## src/rtl/ucb_pkg.sv

```systemverilog
// Shared types and constants for the UCB1-Tuned child selector.
// Used by ucb_div, ucb_sqrt, the top level and the checker; no dependencies.
package ucb_pkg;

  localparam int MAX_CHILDREN = 512;
  localparam int IDX_W        = $clog2(MAX_CHILDREN);

  localparam int DIV_NW = 53;   // dividend width
  localparam int DIV_DW = 25;   // divisor width
  localparam int DIV_QW = 33;   // widest quotient
  localparam int DIV_CW = 6;    // quotient bit count field

  localparam int SQ_XW = 38;    // radicand width
  localparam int SQ_RW = 19;    // root width

  localparam logic [31:0] LN2_Q32      = 32'd2977044472;
  localparam logic [24:0] DRAW_DIVISOR = 25'd10000;
  localparam logic [29:0] DRAW_ROUND   = 30'd5000;
  // (draw * 65536 + 5000) / 10000 == (draw * 4096 + 312) / 625, taken as a
  // product with ceil(2^36 / 625) and a 36-bit right shift
  localparam logic [11:0] DRAW_BIAS    = 12'd312;
  localparam logic [31:0] DRAW_RECIP   = 32'd109951163;
  localparam logic [14:0] VAR_CAP      = 15'd16384;

  localparam logic [1:0] REG_WEIGHT  = 2'd0;
  localparam logic [1:0] REG_EQUIV   = 2'd1;
  localparam logic [1:0] REG_FPU     = 2'd2;

  typedef struct packed {
    logic              start;
    logic [DIV_NW-1:0] dividend;
    logic [DIV_DW-1:0] divisor;
    logic [DIV_CW-1:0] qbits;
  } div_req_t;

  typedef struct packed {
    logic             start;
    logic [SQ_XW-1:0] x;
  } sqrt_req_t;

  typedef enum logic [4:0] {
    S_IDLE,
    S_NORM,
    S_LN_MUL,
    S_LN_SQ,
    S_LN_SCALE,
    S_LN_DONE,
    S_RATIO,
    S_RATIO_WAIT,
    S_WSQ_WAIT,
    S_WMUL,
    S_CHILD,
    S_DRAW_WAIT,
    S_P_WAIT,
    S_D_WAIT,
    S_PP,
    S_SQ_WAIT,
    S_DV,
    S_E_WAIT,
    S_UPDATE,
    S_EMIT
  } state_t;

endpackage

```

## src/rtl/ucb_div.sv

```systemverilog
// Iterative restoring divider, one quotient bit per cycle.
// Depends on ucb_pkg for widths and the request struct.
module ucb_div (
  input  logic                       clk,
  input  logic                       rst,
  input  ucb_pkg::div_req_t          req,
  output logic                       done,
  output logic [ucb_pkg::DIV_QW-1:0] quot
);
  import ucb_pkg::*;

  localparam int SW = DIV_DW + DIV_QW;

  logic              busy;
  logic [DIV_CW-1:0] cnt;
  logic [DIV_NW-1:0] rem;
  logic [SW-1:0]     dsh;
  logic              fits;

  assign fits = {{(SW-DIV_NW){1'b0}}, rem} >= dsh;

  always_ff @(posedge clk) begin
    if (rst) begin
      busy <= 1'b0;
      done <= 1'b0;
      cnt  <= '0;
    end else begin
      done <= busy && (cnt == DIV_CW'(1));
      if (req.start) begin
        busy <= 1'b1;
        cnt  <= req.qbits;
      end else if (busy) begin
        cnt <= cnt - DIV_CW'(1);
        if (cnt == DIV_CW'(1)) busy <= 1'b0;
      end
    end
  end

  always_ff @(posedge clk) begin
    if (req.start) begin
      rem  <= req.dividend;
      dsh  <= SW'(req.divisor) << (req.qbits - DIV_CW'(1));
      quot <= '0;
    end else if (busy) begin
      // subtract the shifted divisor where it fits
      if (fits) rem <= rem - dsh[DIV_NW-1:0];
      quot <= {quot[DIV_QW-2:0], fits};
      dsh  <= dsh >> 1;
    end
  end

endmodule

```

## src/rtl/ucb_sqrt.sv

```systemverilog
// Bitwise floor square root, one result bit per cycle.
// Depends on ucb_pkg for widths and the request struct.
module ucb_sqrt (
  input  logic                      clk,
  input  logic                      rst,
  input  ucb_pkg::sqrt_req_t        req,
  output logic                      done,
  output logic [ucb_pkg::SQ_RW-1:0] root
);
  import ucb_pkg::*;

  localparam int CW = $clog2(SQ_RW + 1);

  logic           busy;
  logic [CW-1:0]  cnt;
  logic [SQ_XW-1:0] xr;
  logic [SQ_XW:0]   acc;
  logic [SQ_XW-1:0] bitv;
  logic [SQ_XW:0]   trial;

  assign trial = acc + {1'b0, bitv};
  assign root  = acc[SQ_RW-1:0];

  always_ff @(posedge clk) begin
    if (rst) begin
      busy <= 1'b0;
      done <= 1'b0;
      cnt  <= '0;
    end else begin
      done <= busy && (cnt == CW'(1));
      if (req.start) begin
        busy <= 1'b1;
        cnt  <= CW'(SQ_RW);
      end else if (busy) begin
        cnt <= cnt - CW'(1);
        if (cnt == CW'(1)) busy <= 1'b0;
      end
    end
  end

  always_ff @(posedge clk) begin
    if (req.start) begin
      xr   <= req.x;
      acc  <= '0;
      bitv <= SQ_XW'(1) << (2 * (SQ_RW - 1));
    end else if (busy) begin
      if ({1'b0, xr} >= trial) begin
        xr  <= xr - trial[SQ_XW-1:0];
        acc <= (acc >> 1) + {1'b0, bitv};
      end else begin
        acc <= acc >> 1;
      end
      bitv <= bitv >> 2;
    end
  end

endmodule

```

## src/rtl/ucb1_tuned_child_select.sv

```systemverilog
// UCB1-Tuned child selector: top level with sequencer, shared multiplier and APB registers.
// Depends on ucb_pkg, ucb_div and ucb_sqrt.
//
// Children of one tree node arrive one transaction each; the block returns one result
// transaction (best index, its Q8.16 score, found flag) on the child marked last.
// Each child is worked on alone and in_ready drops until it is done. An unvisited
// child gets its tie noise from one reciprocal product, and a visited child takes
// two divisions (17 and 21 quotient bits), two 19-bit square roots and three products,
// all through one shared divider, one shared square-root unit and one 32x32 multiplier,
// each divider and root step retiring one bit per cycle. A child marked last also
// loads the result. A child that opens a node first runs the normalize shift, the
// 16 squaring steps of the parent log, its scaling, the 33-bit ratio division, its
// square root and the weight product. A result waits in the output register while
// the next child is taken.
module ucb1_tuned_child_select (
  input  logic        clk,
  input  logic        rst,
  input  logic        in_valid,
  output logic        in_ready,
  input  logic        first_child,
  input  logic        last_child,
  input  logic [23:0] parent_visits,
  input  logic [23:0] child_move_count,
  input  logic [15:0] child_virtual_loss,
  input  logic [23:0] child_wins,
  input  logic [15:0] move_rate,
  input  logic        widened,
  input  logic        opened,
  input  logic [13:0] random_draw,
  output logic        out_valid,
  input  logic        out_ready,
  output logic [ucb_pkg::IDX_W-1:0] best_index,
  output logic signed [23:0] best_score,
  output logic        found,
  input  logic        psel,
  input  logic        penable,
  input  logic        pwrite,
  input  logic [3:0]  paddr,
  input  logic [31:0] pwdata,
  output logic [31:0] prdata,
  output logic        pready
);
  import ucb_pkg::*;

  // configuration
  logic [19:0] weight_q16;
  logic [19:0] equiv_visits;
  logic [19:0] first_play_urgency;

  state_t st, st_next;

  // latched transaction
  logic        last_r, sel_r;
  logic [23:0] pv_r, mc_r, wins_r;
  logic [15:0] vl_r, rate_r;
  logic [13:0] draw_r;

  // node and child working registers
  logic [31:0] y;
  logic [4:0]  k;
  logic [15:0] frac;
  logic [3:0]  lcnt;
  logic [20:0] plog, nbw, dval;
  logic [16:0] pval, ppv;
  logic [24:0] score;
  logic [23:0] best_sc;
  logic [IDX_W-1:0] best_ix, counter, pos;
  logic        have;

  // shared multiplier
  logic        mul_en;
  logic [31:0] ma, mb;
  logic [63:0] prod;

  div_req_t    div_req;
  sqrt_req_t   sq_req;
  logic        div_done, sq_done;
  logic [DIV_QW-1:0] div_quot;
  logic [SQ_RW-1:0]  sq_root;

  logic [24:0] n_sum, den;
  logic [23:0] wins_c;
  logic [32:0] t_sq;
  logic [19:0] v_sum;
  logic [14:0] v_cap;
  logic        out_free;

  assign n_sum    = {1'b0, mc_r} + {9'b0, vl_r};
  assign den      = {1'b0, pv_r} + {5'b0, equiv_visits};
  assign wins_c   = ({1'b0, wins_r} > n_sum) ? n_sum[23:0] : wins_r;
  assign t_sq     = prod[63:31];
  assign v_sum    = {3'b0, pval} - {3'b0, ppv} + {1'b0, sq_root};
  assign v_cap    = (v_sum > {5'b0, VAR_CAP}) ? VAR_CAP : v_sum[14:0];
  assign out_free = !out_valid || out_ready;

  ucb_div u_div (
    .clk  (clk),
    .rst  (rst),
    .req  (div_req),
    .done (div_done),
    .quot (div_quot)
  );

  ucb_sqrt u_sqrt (
    .clk  (clk),
    .rst  (rst),
    .req  (sq_req),
    .done (sq_done),
    .root (sq_root)
  );

  // APB registers; writes land on the access phase
  assign pready = 1'b1;

  always_comb begin
    unique case (paddr[3:2])
      REG_WEIGHT: prdata = {12'b0, weight_q16};
      REG_EQUIV:  prdata = {12'b0, equiv_visits};
      REG_FPU:    prdata = {12'b0, first_play_urgency};
      default:    prdata = '0;
    endcase
  end

  always_ff @(posedge clk) begin
    if (rst) begin
      weight_q16         <= 20'd22938;
      equiv_visits       <= 20'd1000;
      first_play_urgency <= 20'd327680;
    end else if (psel && penable && pwrite && pready) begin
      unique case (paddr[3:2])
        REG_WEIGHT: weight_q16         <= pwdata[19:0];
        REG_EQUIV:  equiv_visits       <= pwdata[19:0];
        REG_FPU:    first_play_urgency <= pwdata[19:0];
        default: ;
      endcase
    end
  end

  // sequencer: next state
  always_comb begin
    st_next = st;
    unique case (st)
      S_IDLE:       if (in_valid) st_next = first_child ? S_NORM : S_CHILD;
      S_NORM: begin
        if (pv_r <= 24'd1)  st_next = S_RATIO;
        else if (y[31])     st_next = S_LN_MUL;
      end
      S_LN_MUL:     st_next = S_LN_SQ;
      S_LN_SQ:      st_next = (lcnt == 4'd15) ? S_LN_SCALE : S_LN_MUL;
      S_LN_SCALE:   st_next = S_LN_DONE;
      S_LN_DONE:    st_next = S_RATIO;
      S_RATIO:      st_next = (den == '0) ? S_WSQ_WAIT : S_RATIO_WAIT;
      S_RATIO_WAIT: if (div_done) st_next = S_WSQ_WAIT;
      S_WSQ_WAIT:   if (sq_done) st_next = S_WMUL;
      S_WMUL:       st_next = S_CHILD;
      S_CHILD: begin
        if (!sel_r)              st_next = S_UPDATE;
        else if (n_sum == '0)    st_next = S_DRAW_WAIT;
        else                     st_next = S_P_WAIT;
      end
      S_DRAW_WAIT:  st_next = S_UPDATE;
      S_P_WAIT:     if (div_done) st_next = S_D_WAIT;
      S_D_WAIT:     if (div_done) st_next = S_PP;
      S_PP:         st_next = S_SQ_WAIT;
      S_SQ_WAIT:    if (sq_done) st_next = S_DV;
      S_DV:         st_next = S_E_WAIT;
      S_E_WAIT:     if (sq_done) st_next = S_UPDATE;
      S_UPDATE:     st_next = last_r ? S_EMIT : S_IDLE;
      S_EMIT:       if (out_free) st_next = S_IDLE;
      default:      st_next = S_IDLE;
    endcase
  end

  // sequencer: unit requests and multiplier operands
  always_comb begin
    in_ready = 1'b0;
    div_req  = '0;
    sq_req   = '0;
    mul_en   = 1'b0;
    ma       = '0;
    mb       = '0;
    unique case (st)
      S_IDLE: in_ready = 1'b1;
      S_LN_MUL: begin
        mul_en = 1'b1;
        ma     = y;
        mb     = y;
      end
      S_LN_SCALE: begin
        mul_en = 1'b1;
        ma     = {11'b0, k, frac};
        mb     = LN2_Q32;
      end
      S_RATIO: begin
        // equivalence over (visits + equivalence), Q1.32; 1.0 when both are zero
        if (den == '0) begin
          sq_req.start = 1'b1;
          sq_req.x     = SQ_XW'(64'h1_0000_0000);
        end else begin
          div_req.start    = 1'b1;
          div_req.dividend = {1'b0, equiv_visits, 32'b0};
          div_req.divisor  = den;
          div_req.qbits    = DIV_CW'(33);
        end
      end
      S_RATIO_WAIT: begin
        sq_req.start = div_done;
        sq_req.x     = SQ_XW'(div_quot);
      end
      S_WSQ_WAIT: begin
        mul_en = sq_done;
        ma     = {12'b0, weight_q16};
        mb     = {13'b0, sq_root};
      end
      S_CHILD: begin
        if (sel_r && n_sum == '0) begin
          // rounded draw * 65536 / 10000 through the reciprocal of 625
          mul_en = 1'b1;
          ma     = {6'b0, draw_r, DRAW_BIAS};
          mb     = DRAW_RECIP;
        end else if (sel_r) begin
          div_req.start    = 1'b1;
          div_req.dividend = DIV_NW'({wins_c, 16'b0});
          div_req.divisor  = n_sum;
          div_req.qbits    = DIV_CW'(17);
        end
      end
      S_P_WAIT: begin
        div_req.start    = div_done;
        div_req.dividend = DIV_NW'(plog);
        div_req.divisor  = n_sum;
        div_req.qbits    = DIV_CW'(21);
      end
      S_D_WAIT: begin
        mul_en = div_done;
        ma     = {15'b0, pval};
        mb     = {15'b0, pval};
      end
      S_PP: begin
        sq_req.start = 1'b1;
        sq_req.x     = {dval, 17'b0};
      end
      S_SQ_WAIT: begin
        mul_en = sq_done;
        ma     = {11'b0, dval};
        mb     = {17'b0, v_cap};
      end
      S_DV: begin
        sq_req.start = 1'b1;
        sq_req.x     = prod[SQ_XW-1:0];
        mul_en       = 1'b1;
        ma           = {11'b0, nbw};
        mb           = {16'b0, rate_r};
      end
      default: ;
    endcase
  end

  always_ff @(posedge clk) begin
    if (rst) st <= S_IDLE;
    else     st <= st_next;
  end

  always_ff @(posedge clk) begin
    if (mul_en) prod <= ma * mb;
  end

  // control state
  always_ff @(posedge clk) begin
    if (rst) begin
      have      <= 1'b0;
      counter   <= '0;
      best_sc   <= '0;
      best_ix   <= '0;
      out_valid <= 1'b0;
      plog      <= '0;
      nbw       <= '0;
      pv_r      <= '0;
    end else begin
      // load a result, or drop valid once the waiting one is taken
      if (st == S_EMIT && out_free) out_valid <= 1'b1;
      else if (out_ready)           out_valid <= 1'b0;
      unique case (st)
        S_IDLE: begin
          if (in_valid && first_child) begin
            // open a new node
            pv_r    <= parent_visits;
            have    <= 1'b0;
            best_sc <= '0;
            best_ix <= '0;
            counter <= '0;
          end
        end
        S_NORM:    if (pv_r <= 24'd1) plog <= '0;
        S_LN_DONE: plog <= prod[52:32];
        S_WMUL:    nbw  <= prod[36:16];
        S_CHILD:   counter <= counter + IDX_W'(1);
        S_UPDATE: begin
          if (sel_r && (!have || score > {1'b0, best_sc})) begin
            have    <= 1'b1;
            best_sc <= score[23:0];
            best_ix <= pos;
          end
        end
        S_EMIT: begin
          if (out_free) begin
            have      <= 1'b0;
            best_sc   <= '0;
            best_ix   <= '0;
            counter   <= '0;
          end
        end
        default: ;
      endcase
    end
  end

  // payload registers
  always_ff @(posedge clk) begin
    unique case (st)
      S_IDLE: begin
        if (in_valid) begin
          last_r <= last_child;
          sel_r  <= widened || opened;
          mc_r   <= child_move_count;
          vl_r   <= child_virtual_loss;
          wins_r <= child_wins;
          rate_r <= move_rate;
          draw_r <= random_draw;
          y      <= {parent_visits, 8'b0};
          k      <= 5'd23;
          frac   <= '0;
          lcnt   <= '0;
        end
      end
      S_NORM: begin
        // shift the leading one up to bit 31
        if (!y[31]) begin
          y <= y << 1;
          k <= k - 5'd1;
        end
      end
      S_LN_SQ: begin
        lcnt <= lcnt + 4'd1;
        if (t_sq[32]) begin
          y    <= t_sq[32:1];
          frac <= {frac[14:0], 1'b1};
        end else begin
          y    <= t_sq[31:0];
          frac <= {frac[14:0], 1'b0};
        end
      end
      S_CHILD:     pos   <= counter;
      S_DRAW_WAIT: score <= {5'b0, first_play_urgency} + {8'b0, prod[52:36]};
      S_P_WAIT:    if (div_done) pval  <= div_quot[16:0];
      S_D_WAIT:    if (div_done) dval  <= div_quot[20:0];
      S_PP:        ppv <= prod[32:16];
      S_E_WAIT: begin
        if (sq_done) begin
          score <= {8'b0, pval} + {6'b0, sq_root} + {4'b0, prod[36:16]};
        end
      end
      S_EMIT: begin
        if (out_free) begin
          best_index <= have ? best_ix : '0;
          best_score <= have ? best_sc : '0;
          found      <= have;
        end
      end
      default: ;
    endcase
  end

endmodule

```

## config.mk

```make
export PLATFORM = sky130hd
export DESIGN_NAME = ucb1_tuned_child_select
export DESIGN_NICKNAME = d
export VERILOG_FILES = /design/src/rtl/ucb_pkg.sv /design/src/rtl/ucb_div.sv /design/src/rtl/ucb_sqrt.sv /design/src/rtl/ucb1_tuned_child_select.sv
export SDC_FILE = /design/constraint.sdc
export NUM_CORES = 2
export LEC_CHECK = 0
export BUFFER_PORTS_ARGS = -buffer_cell sky130_fd_sc_hd__buf_2
export CELL_PAD_IN_SITES_DETAIL_PLACEMENT = 0
export CELL_PAD_IN_SITES_GLOBAL_PLACEMENT = 1
export CORE_UTILIZATION = 40
export DETAILED_ROUTE_END_ITERATION = 12
export HOLD_SLACK_MARGIN = 0.1
export PLACE_DENSITY_LB_ADDON = 0.1
export SYNTH_ARGS = -nofsm -noshare
export SYNTH_HDL_FRONTEND = slang
export SYNTH_SLANG_ARGS = --single-unit
```

## constraint.sdc

```tcl
create_clock -name clk -period 30.2 [get_ports clk]
set_clock_uncertainty 0.2 [all_clocks]
set_input_delay 0 -clock clk [delete_from_list [all_inputs] [get_ports clk]]
set_output_delay 0 -clock clk [all_outputs]
set_load 0.05 [all_outputs]
```

==> summary.txt <==
Clock network
  • Clock network latency to the later pin of the worst-skew pair: 0.72 ns
  • CTS H-tree lvls: 3
  • CTS Sinks: 763
  • # Post-CTS Setup Buffers: 0
  • TritonCTS clock tree: done
  • Number of buffers on the longest clock path: 3
  • Clock Pin Slew Worst Setup and Hold Paths: 0.06 ns
  • Clock Tree Root: clkbuf_16
  • Number of buffers created by CTS: 86

Placed design
  • Place WS: 14.90 ns
  • Placed wire-length estimate after detailed placement: 221000 um
  • Instance count after placement with tap cells included: 11000
  • Routability-driven placement congestion ratio: 0.948
  • IO Port Bufs: 204

Run status
  • Outcome: completed

Detailed routing
  • Via count of the routed design: 64100
  • Wirelength, routed: 296000 um
  • First-pass detailed-route iteration total: 5
  • WL/cell: 25.8 um
  • Post-detailed-route via-to-cell ratio: 5.58
  • Number of nets still failing antenna checks after routing: 0
  • DRC errors left: 0
  • Iteration-0 DRC Markers: 5212

Critical path
  • Arrival time of data at the critical path endpoint: 15.75 ns
  • Worst Setup End Kind: flop
  • Crit start category: flop
  • Slowest Stage Delay on Critical Path: 1.09 ns
  • Depth of the worst register-to-register path: 52
  • Destination of the critical timing path: prod[56]
  • Most prevalent standard cell on the critical path: inv_1
  • Data required time at the worst endpoint: 30.43 ns
  • Start point of the critical path: pval[0]
  • End of the worst register-to-register path: prod[56]
  • Biggest fanout along the worst timing path: 22
  • Slowest cell on the critical path: a2111oi_0
  • Setup Crit Path Kind: reg2reg
  • Launch point of the worst reg-to-reg path: pval[0]
  • Register-to-register setup slack: 14.69 ns

GRT
  • Number of global-route vias before repair: 64700
  • Pin count of the biggest net entering global routing: 93
  • First-pass GRT wire length: 436000 um
  • Global-route total usage across every layer: 30.0%
  • Initial antenna violation count: 16
  • Overflow left after global routing: 0

Logic synthesis
  • Fraction of the yosys area taken by sequential cells: 25.8%
  • Yosys top cell area share: 23.7%
  • Number of synthesized flops with an enable pin: 484
  • Top area cells in the synthesized netlist: fa_1 (24%), edfxtp_1 (19%), ha_1 (9.0%)
  • Mean cell area of the mapped netlist: 9.17 um2
  • Count of unique library cells instantiated by Yosys: 100
  • Most area-hungry cell type in the Yosys netlist: fa_1
  • Commonest register cell after synthesis: edfxtp_1
  • Async set-or-reset flop fraction in the synthesized netlist: 0%
  • Gate count after technology mapping: 8491
  • Number of warnings printed during yosys synthesis: 0
  • Synthesized cell area: 77900 um2
  • Flop and latch count out of synthesis: 763

Floorplan
  • I/O pin count: 234
  • Core region area: 193000 um2
  • Total number of placement rows: 161
  • Starting Density: 40.4%
  • Width of the die: 443 um
  • Die Y: 443 um
  • Die Outline Area: 197000 um2

Timing
  • Tightest slew margin relative to the limit: 12.8%
  • Final setup violation count: 0
  • RSZ-0062 raised after global routing: false
  • Post-route minimum period: 15.51 ns
  • F_max: 64.5 MHz
  • Slew of the pin with the lowest slew margin: 1.27 ns
  • Final Hold Violating Endpoints: 0
  • Final sum of negative setup slack: 0 ns
  • Post-route worst setup slack: 14.69 ns
  • Final clock period utilization by the worst path: 51.4%
  • Pins over their slew limit: 0

Layout
  • Count of non-filler cells in the finished layout: 11500
  • Layout cell share with drive strength beyond 1: 7.78%
  • Number of nets in the layout: 10500
  • Area growth, synth to finish: 13.4%

Min path
  • Type of the most critical hold path: in2reg
  • HP Start: rst

Power
  • Peak supply drop: 0.0481 mV
  • Leak: 0.0374 uW
  • P per Cell Area: 80.2 nW/um2

Run
  • Max cap viols: 0
timing repair:
item / 4_1_cts / 5_1_grt
endpoints found under the hold margin: 337 / 0
resized for setup: 0 / 0
hold buffers: 319 / 0
state kept, by name, indices dropped and copies added, names as in the netlist, 17 cells and up:
name / count
equiv_visits: 20
u_div.rem: 53
u_sqrt.xr: 38
u_div.dsh: 58
mc_r: 24
plog: 21
pval: 17
y: 32
prod: 64
wins_r: 24
score: 22
ppv: 17
weight_q16: 20
best_score: 22
first_play_urgency: 20
u_sqrt.acc: 39
u_div.quot: 33
dval: 21
u_sqrt.bitv: 19
best_sc: 22
nbw: 21
pv_r: 24
worst max-delay path, delay by kind of cell (launching register included):
| family | cells | cell delay [ns] |
|---|---|---|
| compound gates | 23 | 7.06 |
| fa+ha+maj | 12 | 4.59 |
| buf+inv | 11 | 1.43 |
| simple gates | 4 | 1.11 |
| flops | 1 | 0.43 |
| xor+xnor | 2 | 0.35 |
metrics by stage:
step,utilization [%],instance area (um2),hold slack (ns),total power [uW]
2_1_floorplan,-,77900,-0.101,4200
3_3_place_gp,42.6,82100,-0.0222,5850
3_5_place_dp,42.6,82100,-0.0219,5870
4_1_cts,45.7,88300,0.126,7070
5_1_grt,45.8,88300,0.209,7540
6_report,45.8,88300,0.156,7080
cells by family after synthesis:
group,Yosys count,share of synthesized area [%]
compound gates,1646,14.1
fa+ha+maj,1482,32.7
flops,763,25.8
buf+inv,1597,7.98
mux,140,1.80
simple gates,2558,14.2
xor+xnor,303,3.42
other cells,2,0.00964
report_power, final:
group / internal, uW / switching [uW] / leakage, uW
sequential: 1410 / 268 / 0.00672
clock: 644 / 481 / 0.00144
combinational: 1430 / 2850 / 0.0293
cell usage after synthesis, drive strengths merged (38+ instances only):
cell,count
o22ai,38
inv,1166
nor2,848
fa,921
clkbuf,300
and2,77
mux2i,138
a22oi,97
nand2,1087
ha,561
a21o,129
a221oi,49
a221o,46
nor2b,52
o21a,63
a21oi,475
nor3,80
o21ai,287
edfxtp,484
dfxtp,279
or2,50
a211oi,62
a31oi,67
xor2,126
a22o,40
o21bai,55
nand2b,70
buf,129
nand3,97
nand4,44
xnor2,177
per-layer routing:
metal  wire length (um)  global-route usage [%]  up-vias
met4              12800                    11.8        2
met2             138000                    48.9     2097
met3              18200                    3.59      469
met1             127000                    40.5    32500
met5                 13                       0        -
li1                   -                       -    29000
layout make-up:
type | instances | area [um2]
Antenna cell | 9 | 22.5
Clock buffer | 106 | 2350
Clock inverter | 56 | 602
Fill cell | 18800 | 105000
Inverter | 1168 | 4390
Multi-Input combinational cell | 6144 | 52000
Sequential cell | 763 | 20100
Tap cell | 2526 | 3160
Timing Repair Buffer | 708 | 5610
cell usage in the layout (no fill, tap or decap), drive strengths merged, types with 106 or more instances in the layout:
master and count:
inv 1172, dlygate4sd3 319, fa 921, xnor2 177
ha 561, nand2 1087, nor2 848, a21oi 475
buf 389, mux2i 138, dfxtp 279, xor2 126
clkbuf 106, o21ai 287, a21o 129, edfxtp 484
how the worst min path moves through the flow:
stage                                  end  cells past startpoint
floorplan                        draw_r[0]                      0
finish                          best_ix[0]                      3
CTS                 first_play_urgency[16]                      4
global placement                rate_r[10]                      1
detailed placement               rate_r[2]                      1
global route                          have                      3
No activity file was read; power rests on OpenSTA's default activity.
